### config.mk
export PLATFORM = sky130hd
export DESIGN_NAME = audio_stream_descriptor_parser_unit
export DESIGN_NICKNAME = d
export VERILOG_FILES = /design/src/rtl/asdp_pkg.sv /design/src/rtl/asdp_walker.sv /design/src/rtl/asdp_check.sv /design/src/rtl/audio_stream_descriptor_parser_unit.sv
export SDC_FILE = /design/constraint.sdc
export NUM_CORES = 1
export LEC_CHECK = 0
export BUFFER_PORTS_ARGS = -buffer_cell sky130_fd_sc_hd__buf_2
export CORE_UTILIZATION = 45
export CTS_CLUSTER_SIZE = 24
export DETAILED_ROUTE_END_ITERATION = 6
export PLACE_DENSITY = 0.68
export SYNTH_ARGS = -nofsm -noshare
export SYNTH_HDL_FRONTEND = slang
export SYNTH_HIERARCHICAL = 1
export SYNTH_SLANG_ARGS = --single-unit
### constraint.sdc
create_clock -name clk -period 7 [get_ports clk]
set_input_delay 1.4 -clock clk [delete_from_list [all_inputs] [get_ports clk]]
set_output_delay 1.4 -clock clk [all_outputs]
set_load 0.03 [all_outputs]
### src/rtl/asdp_pkg.sv
// Shared types and constants for the audio stream descriptor parser.
package asdp_pkg;

  localparam logic [7:0] KIND_INTERFACE     = 8'h04;
  localparam logic [7:0] KIND_CS_IFACE      = 8'h24;
  localparam logic [7:0] SUB_STREAM_GENERAL = 8'h01;
  localparam logic [7:0] SUB_FORMAT_TYPE    = 8'h02;
  localparam logic [7:0] FMT_TYPE_I         = 8'h01;
  localparam logic [15:0] TAG_PCM           = 16'h0001;
  localparam logic [7:0] GENERAL_LEN        = 8'd7;
  localparam logic [7:0] FORMAT_MIN_LEN     = 8'd8;
  localparam logic [7:0] FORMAT_LEN         = 8'd11;
  localparam logic [7:0] MAX_SUBFRAME       = 8'd4;
  localparam logic [7:0] MIN_DESC_LEN       = 8'd2;
  localparam logic [7:0] ONE_RATE           = 8'd1;

  // Byte offsets within a descriptor
  localparam logic [7:0] POS_LENGTH   = 8'd0;
  localparam logic [7:0] POS_KIND     = 8'd1;
  localparam logic [7:0] POS_SUBKIND  = 8'd2;
  localparam logic [7:0] POS_FMT_TYPE = 8'd3;
  localparam logic [7:0] POS_NR_CH    = 8'd4;
  localparam logic [7:0] POS_SUBFRAME = 8'd5;
  localparam logic [7:0] POS_BITS     = 8'd6;
  localparam logic [7:0] POS_NR_RATES = 8'd7;
  localparam logic [7:0] POS_RATE_LO  = 8'd8;
  localparam logic [7:0] POS_RATE_MID = 8'd9;
  localparam logic [7:0] POS_RATE_HI  = 8'd10;
  localparam logic [7:0] POS_TAG_LO   = 8'd5;
  localparam logic [7:0] POS_TAG_HI   = 8'd6;

  // Field slots of the captured FORMAT_TYPE descriptor
  localparam int FLD_FMT_TYPE = 0;
  localparam int FLD_NR_CH    = 1;
  localparam int FLD_SUBFRAME = 2;
  localparam int FLD_BITS     = 3;
  localparam int FLD_NR_RATES = 4;

  typedef struct packed {
    logic [7:0]       position;
    logic [7:0]       length;
    logic [7:0]       kind;
    logic [7:0]       subkind;
    logic             failed;
    logic             general_seen;
    logic             format_seen;
    logic [7:0]       general_size;
    logic [7:0]       format_size;
    logic [15:0]      tag_word;
    logic [4:0][7:0]  fields;
    logic [23:0]      rate;
  } walk_state_t;

  typedef struct packed {
    logic        ok;
    logic [7:0]  channel_count;
    logic [2:0]  subframe_size;
    logic [5:0]  sample_bits;
    logic [23:0] sample_rate;
  } result_t;

endpackage

### src/rtl/asdp_walker.sv
// Descriptor walker: tracks boundaries and captures stream-general and format-type bytes.
module asdp_walker (
  input  logic                  clk,
  input  logic                  rst_n,
  input  logic                  step,
  input  logic [7:0]            data_byte,
  input  logic                  final_byte,
  output asdp_pkg::walk_state_t state_post
);

  asdp_pkg::walk_state_t s_r;
  asdp_pkg::walk_state_t s_nxt;
  logic                  adv_pos;
  logic [7:0]            pos_p1;

  always_comb begin
    s_nxt   = s_r;
    adv_pos = 1'b0;
    pos_p1  = 8'd0;
    if (step && !s_r.failed) begin
      adv_pos = 1'b1;
      if (s_r.position == asdp_pkg::POS_LENGTH) begin
        if (data_byte < asdp_pkg::MIN_DESC_LEN) begin
          s_nxt.failed = 1'b1;
          adv_pos      = 1'b0;
        end else begin
          s_nxt.length  = data_byte;
          s_nxt.kind    = 8'd0;
          s_nxt.subkind = 8'd0;
        end
      end else if (s_r.position == asdp_pkg::POS_KIND) begin
        if (data_byte == asdp_pkg::KIND_INTERFACE) begin
          s_nxt.failed = 1'b1;
          adv_pos      = 1'b0;
        end else begin
          s_nxt.kind = data_byte;
        end
      end else if (s_r.position == asdp_pkg::POS_SUBKIND) begin
        s_nxt.subkind = data_byte;
        if (s_r.kind == asdp_pkg::KIND_CS_IFACE) begin
          if (data_byte == asdp_pkg::SUB_STREAM_GENERAL) begin
            if (s_r.general_seen) begin
              s_nxt.failed = 1'b1;
              adv_pos      = 1'b0;
            end else begin
              s_nxt.general_seen = 1'b1;
              s_nxt.general_size = s_r.length;
            end
          end else if (data_byte == asdp_pkg::SUB_FORMAT_TYPE) begin
            if (s_r.format_seen) begin
              s_nxt.failed = 1'b1;
              adv_pos      = 1'b0;
            end else begin
              s_nxt.format_seen = 1'b1;
              s_nxt.format_size = s_r.length;
            end
          end
        end
      end else if (s_r.kind == asdp_pkg::KIND_CS_IFACE) begin
        if (s_r.subkind == asdp_pkg::SUB_STREAM_GENERAL) begin
          if (s_r.position == asdp_pkg::POS_TAG_LO) begin
            s_nxt.tag_word[7:0] = data_byte;
          end else if (s_r.position == asdp_pkg::POS_TAG_HI) begin
            s_nxt.tag_word[15:8] = data_byte;
          end
        end else if (s_r.subkind == asdp_pkg::SUB_FORMAT_TYPE) begin
          if (s_r.position == asdp_pkg::POS_FMT_TYPE) begin
            s_nxt.fields[asdp_pkg::FLD_FMT_TYPE] = data_byte;
          end else if (s_r.position == asdp_pkg::POS_NR_CH) begin
            s_nxt.fields[asdp_pkg::FLD_NR_CH] = data_byte;
          end else if (s_r.position == asdp_pkg::POS_SUBFRAME) begin
            s_nxt.fields[asdp_pkg::FLD_SUBFRAME] = data_byte;
          end else if (s_r.position == asdp_pkg::POS_BITS) begin
            s_nxt.fields[asdp_pkg::FLD_BITS] = data_byte;
          end else if (s_r.position == asdp_pkg::POS_NR_RATES) begin
            s_nxt.fields[asdp_pkg::FLD_NR_RATES] = data_byte;
          end else if (s_r.position == asdp_pkg::POS_RATE_LO) begin
            s_nxt.rate[7:0] = s_r.rate[7:0] | data_byte;
          end else if (s_r.position == asdp_pkg::POS_RATE_MID) begin
            s_nxt.rate[15:8] = s_r.rate[15:8] | data_byte;
          end else if (s_r.position == asdp_pkg::POS_RATE_HI) begin
            s_nxt.rate[23:16] = s_r.rate[23:16] | data_byte;
          end
        end
      end
      // boundary compare uses the length just taken on a length byte
      if (adv_pos) begin
        pos_p1         = s_r.position + 8'd1;
        s_nxt.position = (pos_p1 == s_nxt.length) ? 8'd0 : pos_p1;
      end
    end
  end

  always_ff @(posedge clk) begin
    if (!rst_n) begin
      s_r <= '0;
    end else if (step && final_byte) begin
      s_r <= '0;
    end else begin
      s_r <= s_nxt;
    end
  end

  assign state_post = s_nxt;

endmodule

### src/rtl/asdp_check.sv
// End-of-block format check and result formation.
module asdp_check (
  input  asdp_pkg::walk_state_t state_post,
  output asdp_pkg::result_t     result
);

  logic [7:0] sub;
  logic [7:0] bits;
  logic [7:0] bits_max;
  logic       valid;

  always_comb begin
    sub      = state_post.fields[asdp_pkg::FLD_SUBFRAME];
    bits     = state_post.fields[asdp_pkg::FLD_BITS];
    bits_max = {sub[4:0], 3'b000};
    valid = !state_post.failed
         && (state_post.position == asdp_pkg::POS_LENGTH)
         && state_post.general_seen
         && (state_post.general_size == asdp_pkg::GENERAL_LEN)
         && state_post.format_seen
         && (state_post.tag_word == asdp_pkg::TAG_PCM)
         && (state_post.format_size >= asdp_pkg::FORMAT_MIN_LEN)
         && (state_post.fields[asdp_pkg::FLD_FMT_TYPE] == asdp_pkg::FMT_TYPE_I)
         && (state_post.fields[asdp_pkg::FLD_NR_RATES] == asdp_pkg::ONE_RATE)
         && (state_post.format_size == asdp_pkg::FORMAT_LEN)
         && (state_post.fields[asdp_pkg::FLD_NR_CH] != 8'd0)
         && (sub != 8'd0) && (sub <= asdp_pkg::MAX_SUBFRAME)
         && (bits != 8'd0) && (bits <= bits_max)
         && (state_post.rate != 24'd0);

    result = '0;
    if (valid) begin
      result.ok            = 1'b1;
      result.channel_count = state_post.fields[asdp_pkg::FLD_NR_CH];
      result.subframe_size = sub[2:0];
      result.sample_bits   = bits[5:0];
      result.sample_rate   = state_post.rate;
    end
  end

endmodule

### src/rtl/audio_stream_descriptor_parser_unit.sv
// Top level of the audio stream descriptor parser: input stage, walker, check, result register.
//
//   channel | ports                                          | direction
//   in      | in_valid/in_ready, in_data_byte, in_final_byte | byte stream in
//   out     | out_valid/out_ready, out_ok + format fields    | one result per block
//
// One byte per cycle unless a final byte waits; results are taken into the result register.
// Only a final byte produces a result; other bytes never stall.
// A final byte waits in the input stage while the result register is full and unread.
// Synchronous active-low reset returns the walker to the start of a block.
module audio_stream_descriptor_parser_unit (
  input  logic        clk,
  input  logic        rst_n,
  input  logic        in_valid,
  output logic        in_ready,
  input  logic [7:0]  in_data_byte,
  input  logic        in_final_byte,
  output logic        out_valid,
  input  logic        out_ready,
  output logic        out_ok,
  output logic [7:0]  out_channel_count,
  output logic [2:0]  out_subframe_size,
  output logic [5:0]  out_sample_bits,
  output logic [23:0] out_sample_rate
);

  logic                  in_v_r;
  logic [7:0]            in_byte_r;
  logic                  in_final_r;
  logic                  advance;
  logic                  step;
  logic                  out_v_r;
  logic                  out_v_nxt;
  asdp_pkg::result_t     res_r;
  asdp_pkg::result_t     res_nxt;
  asdp_pkg::walk_state_t state_post;

  // a final byte can only leave once the result slot is free or being read
  assign advance  = !(in_final_r && out_v_r && !out_ready);
  assign step     = in_v_r && advance;
  assign in_ready = !in_v_r || advance;

  always_ff @(posedge clk) begin
    if (!rst_n) begin
      in_v_r <= 1'b0;
    end else if (in_ready) begin
      in_v_r <= in_valid;
    end
  end

  always_ff @(posedge clk) begin
    if (in_ready && in_valid) begin
      in_byte_r  <= in_data_byte;
      in_final_r <= in_final_byte;
    end
  end

  asdp_walker u_walker (
    .clk        (clk),
    .rst_n      (rst_n),
    .step       (step),
    .data_byte  (in_byte_r),
    .final_byte (in_final_r),
    .state_post (state_post)
  );

  asdp_check u_check (
    .state_post (state_post),
    .result     (res_nxt)
  );

  always_comb begin
    out_v_nxt = out_v_r && !out_ready;
    if (step && in_final_r) begin
      out_v_nxt = 1'b1;
    end
  end

  always_ff @(posedge clk) begin
    if (!rst_n) begin
      out_v_r <= 1'b0;
    end else begin
      out_v_r <= out_v_nxt;
    end
  end

  always_ff @(posedge clk) begin
    if (step && in_final_r) begin
      res_r <= res_nxt;
    end
  end

  assign out_valid         = out_v_r;
  assign out_ok            = res_r.ok;
  assign out_channel_count = res_r.channel_count;
  assign out_subframe_size = res_r.subframe_size;
  assign out_sample_bits   = res_r.sample_bits;
  assign out_sample_rate   = res_r.sample_rate;

`ifndef SYNTHESIS
  a_stall_only_on_full: assert property (@(posedge clk) disable iff (!rst_n)
    !in_ready |-> (in_v_r && in_final_r && out_valid && !out_ready))
    else $error("input stalled without a pending result");

  a_fail_zeroed: assert property (@(posedge clk) disable iff (!rst_n)
    (out_valid && !out_ok) |-> (out_channel_count == 8'd0 && out_subframe_size == 3'd0
      && out_sample_bits == 6'd0 && out_sample_rate == 24'd0))
    else $error("failed result carries nonzero fields");

  a_ok_fields_sane: assert property (@(posedge clk) disable iff (!rst_n)
    (out_valid && out_ok) |-> (out_subframe_size != 3'd0 && out_subframe_size <= 3'd4
      && out_sample_bits != 6'd0 && out_sample_rate != 24'd0 && out_channel_count != 8'd0))
    else $error("ok result with out-of-range fields");

  a_result_from_final: assert property (@(posedge clk) disable iff (!rst_n)
    (out_valid && !$past(out_valid)) |-> ($past(in_v_r) && $past(in_final_r)))
    else $error("result appeared without a final byte");
`endif

endmodule
## Word level (Yosys, flattened, before mapping)

Index checks and enable logic that the tools add are counted.

| word-level totals | value |
|---|---|
| logic and storage cells | 167 |
| input bits | 13 |
| output and inout bits | 44 |
| flip-flop bits (word level) | 184 |

| cells by class | value |
|---|---|
| add/subtract/negate cells | 1 |
| reduce and logical (&&, ||, !) cells | 39 |
| $lt $le $gt $ge | 4 |
| equality and inequality tests | 25 |
| muxes and demuxes | 69 |
| bitwise gates (word level) | 4 |

Operators with widths:

| operator | count |
|---|---|
| $mux W8 | 25 |
| $mux W98 | 2 |
| $mux W24 | 7 |
| $mux W80 | 2 |
| $mux W131 | 1 |
| $mux W64 | 2 |
| $eq A8 B3 Y1 const B | 6 |
| $mux W16 | 3 |
| $mux W42 | 1 |
| $eq A8 B1 Y1 const B | 5 |
| $eq A8 B2 Y1 const B | 4 |
| $eq A8 B4 Y1 const B | 4 |
| $mux W32 | 1 |
| $mux W27 | 1 |
| $or A8 B8 Y8 | 3 |
| $reduce_bool A24 Y1 | 1 |
| $reduce_bool A8 Y1 | 3 |
| $logic_and A1 B1 Y1 | 22 |
| $mux W1 | 22 |
| $mux W19 | 1 |
| $mux W17 | 1 |
| $eq A16 B1 Y1 const B | 1 |
| $logic_not A8 Y1 | 2 |
| $add A8 B1 Y8 const B | 1 |
| 14 further kinds | 21 |

## Depth between registers and ports, before layout

| depth | value |
|---|---|
| word-level depth | 33 |
| mapped depth | 18 |
| mapped depth without buffers | 15 |

## Hierarchy

The synthesis kept the hierarchy.

By module, submodules not included:

| module | area an instance (sq um) | cells each | sequential area each (sq um) | times used |
|---|---|---|---|---|
| asdp_walker | 5952.0 | 586 | 2622.5 | 1 |
| audio_stream_descriptor_parser_unit | 1647.8 | 63 | 1571.5 | 1 |
| asdp_check | 700.7 | 103 | 0.0 | 1 |

## Worst setup path after synthesis

No wires, ideal clock.

| timing | value |
|---|---|
| path kind | input port to flip-flop |
| start point | input out_ready |
| end point | register res_r, in the netlist out_sample_rate[15] (data pin) |
| setup time | 131 ps |
| buffers on the path | 2 |
| path slack | 1935 ps |
| cell stages on the path | 15 |
| arrival time | 4934 ps |
| data required time | 6869 ps |
| cells stage by stage | nor2b_1 -> a21boi_1 -> nor4b_1 -> nand4_1 -> nor3b_1 -> and3b_1 -> clkbuf_1 -> nand4_1 -> mux2_2 -> nor4b_1 -> nand4_1 -> or4_4 -> a2111oi_4 -> buf_2 -> and2_1 |

RTL lines:

| item | line | source |
|---|---|---|
| start: declaration | audio_stream_descriptor_parser_unit.sv:19 | `input logic out_ready,` |
| end signal: assignment | audio_stream_descriptor_parser_unit.sv:89 | `res_r <= res_nxt;` |
| end: declaration | audio_stream_descriptor_parser_unit.sv:34 | `asdp_pkg::result_t res_r;` |

==> flow_metrics.env <==
export IMPL_outcome="finished, final reports clean"
export IMPL_dp_final_hpwl_mm=12.19
export IMPL_required_ps=7300
export IMPL_overflow=0
export IMPL_crit_path_cell_trace="buf_2 > nor2b_1 > a21boi_1 > nor4b_1 > nand4_1 > nor3b_1 > nand3b_1 > nor2_1 > mux2_2 > nor4_1 > nand4_1 > or4_4 > a2111oi_4 > buf_4 > and2_1"
export IMPL_final_layout_size_suffix_gt1_share_pct=24.69
export IMPL_slowest_delay_ps=810
export IMPL_design_die_area_um2=18990
export IMPL_slew_headroom_pct=21.13
export IMPL_arrival_ps=6330
export IMPL_syn2layout_area_growth_pct=13.05
export IMPL_ctsResizeCount=0
export IMPL_clock_path_buffers=2
export IMPL_ir_worst_vdd_mv=0.1740
export IMPL_ys_seq_area_share_pct=50.53
export IMPL_dr_max_layer_used="met4"
export IMPL_finalMaxSlewViolations=0
export IMPL_yosysWarnings=6
export IMPL_num_rows=49
export IMPL_vias=5714
export IMPL_synthesis_instances=752
export IMPL_yosysTopAreaCellShare_pct=32.08
export IMPL_crit_path_start="out_ready"
export IMPL_clk_pin_slew_ps=70
export IMPL_synth_area_leaders="dfxtp_1 (32%), edfxtp_1 (18%), and2_1 (13%)"
export IMPL_async_flop_share_pct=0
export IMPL_io_pins=57
export IMPL_finalWirelength_mm=18.33
export IMPL_cp_slowest_cell="nor2_1"
export IMPL_p_per_area_nw_per_um2=229.6
export IMPL_final_cells=1039
export IMPL_grt_pass1_vias=5483
export IMPL_ys_ff_latch=184
export IMPL_grtUsageTotal_pct=20.53
export IMPL_gp_congestion=0.8809
export IMPL_p_leak_nw=4.029
export IMPL_cts_tree="built"
export IMPL_cts_made_buffers=17
export IMPL_drtIter0Drc=395
export IMPL_htree_levels=4
export IMPL_io_buffers=56
export IMPL_hold_class="flip-flop to flip-flop"
export IMPL_hold_viol=0
export IMPL_wl_met2_mm=8.791
export IMPL_rrSetupSlack_ps=1580
export IMPL_grt_pass1_wl_mm=29.21
export IMPL_cap_violations=0
export IMPL_grt_setup_unrepaired="no"
export IMPL_ys_flop_type="dfxtp_1"
export IMPL_cts_sinks=184
export IMPL_crit_fanout=42
export IMPL_fin_crit_sh_pct=86.18
export IMPL_detail_route_first_pass_iterations=4
export IMPL_wl_met3_um=802
export IMPL_setup_viol=0
export IMPL_grt_max_degree=127
export IMPL_diodes=0
export IMPL_syn_area_um2=8300
export IMPL_die_height_um=137.8
export IMPL_worstSetupEndpoint="out_channel_count[4]"
export IMPL_clock_latency_ps=430
export IMPL_fin_nets=819
export IMPL_syn_nets=774
export IMPL_routedWlPerCell_um=17.64
export IMPL_synth_avg_cell_area_um2=11.04
export IMPL_end_kind="flip-flop"
export IMPL_grt_antenna_before_repair=0
export IMPL_post_cts_buffers=0
export IMPL_fin_setup_tns_ps=0
export IMPL_timing_rr_end="out_channel_count[4]"
export IMPL_avgViaCountPerCell=5.500
export IMPL_reg2reg_depth=14
export IMPL_r2r_start="out_valid"
export IMPL_critPathLaunchType="primary input"
export IMPL_drc_errors=0
export IMPL_min_period_ps=6033
export IMPL_critPathMostFrequentCell="nand4_1"
export IMPL_cts_root_buf="clkbuf_16"
export IMPL_finalPower_w=0.002155
export IMPL_synth_edf_count=51
export IMPL_fmax_mhz=165.8
export IMPL_drt_met1_wl_mm=8.306
export IMPL_yosys_area_top_type="dfxtp_1"
export IMPL_worstSetupPathType="primary input to flip-flop"
export IMPL_core_um2=18020
export IMPL_dp_cells=1007
export IMPL_hold_buffers=0
export IMPL_die_x_um=137.8
export IMPL_initial_core_util_pct=46.05
export IMPL_synthDistinctLibCells=62
export IMPL_skew_ps=12.93
export IMPL_worst_pin_slew_ps=1180
export IMPL_route_antenna_remaining_nets=0
[synth_stat cells (all sizes together), types with 11 or more instances]
cell / count
a21o: 26
a22o: 15
and2: 170
buf: 11
clkbuf: 32
dfxtp: 133
edfxtp: 51
inv: 13
mux2: 81
nand2: 19
nand3: 14
nor2: 24
nor3: 19
nor4: 24
xnor2: 13
[worst min-delay path by stage]
stage | start | end | slack [ps] | cells after the start
2_1_floorplan | in_v_r | out_valid | 500 | 2
3_3_place_gp | out_valid | out_valid | 520 | 2
3_5_place_dp | out_valid | out_valid | 530 | 2
4_1_cts | out_valid | out_valid | 540 | 2
5_1_grt | out_valid | out_valid | 580 | 2
6_report | out_valid | out_valid | 530 | 2
[worst max-delay path: cells and delay by family]
family / cells / cell delay [ps]
buffers and inverters: 2 / 460
AND/OR/NAND/NOR: 10 / 3380
AO/OA/AOI/OAI: 2 / 660
multiplexers: 1 / 430
[registers in the layout, indices dropped and copies added (netlist names)]
register	cells
in_final_r	1
u_walker/s_r	131
in_v_r	1
out_sample_rate	24
in_byte_r	8
out_subframe_size	3
out_sample_bits	6
out_channel_count	8
out_ok	1
out_valid	1
[layout by cell type (no fill, tap or decap), drive strengths merged, types with 3 or more instances in the layout]
master	synthesis	routed
nor4	24	24
or4	4	4
dfxtp	133	133
inv	13	18
nand2	19	19
and2	170	170
nor3	19	19
clkinv	0	5
nand3	14	14
nand3b	3	3
a22o	15	15
a21oi	5	5
a21boi	4	4
mux2	81	81
nor3b	3	3
ha	9	9
buf	11	69
nand4b	3	3
nor2b	3	3
xor2	3	3
and3b	3	3
nor2	24	24
edfxtp	51	51
or3	3	3
nand2b	5	5
a21o	26	26
xnor2	13	13
o21ai	10	10
clkbuf	32	20
nor4b	10	10
nand4	10	10
[per-stage QoR]
stage	utilization, %	hold WS, ps	setup WS (ps)	cell area [um2]
finish	52.06	534.6	967.2	9384
global route	52.06	582.4	696.2	9384
CTS	52.06	537.8	1077	9384
detailed placement	48.78	526.9	633.1	8792
global placement	48.78	515.3	722.5	8792
floorplan	-	496.6	1935	8300
[logic make-up (layout without fill, tap and decap cells)]
logic type	after synthesis	after routing	synth area share, %
flops	184	184	50.53
fa+ha+maj	9	9	1.357
compound gates	80	80	7.522
simple gates	325	325	25.02
xor+xnor	16	16	1.688
buf+inv	56	114	2.774
mux	82	82	11.11
[routing by layer]
metal / track usage [%] / up-vias
met5: 0 / -
met4: 8.514 / 0
met3: 4.673 / 36
met2: 33.56 / 144
met1: 26.00 / 2775
li1: - / 2759
[power breakdown]
part           leakage, nW  switching, W  internal (W)
Sequential            1.62    0.00000978       0.00110
Combinational         2.12     0.0000676     0.0000303
Clock                0.288      0.000426      0.000522
Total                 4.03      0.000503       0.00165
[layout make-up]
class | count | area (um2)
Tap cell | 229 | 286.5
Inverter | 13 | 48.80
Clock inverter | 12 | 135.1
Timing Repair Buffer | 69 | 377.9
Sequential cell | 184 | 4194
Fill cell | 1599 | 8641
Clock buffer | 20 | 456.7
Multi-Input combinational cell | 512 | 3885
(Power assumes the default switching activity.)
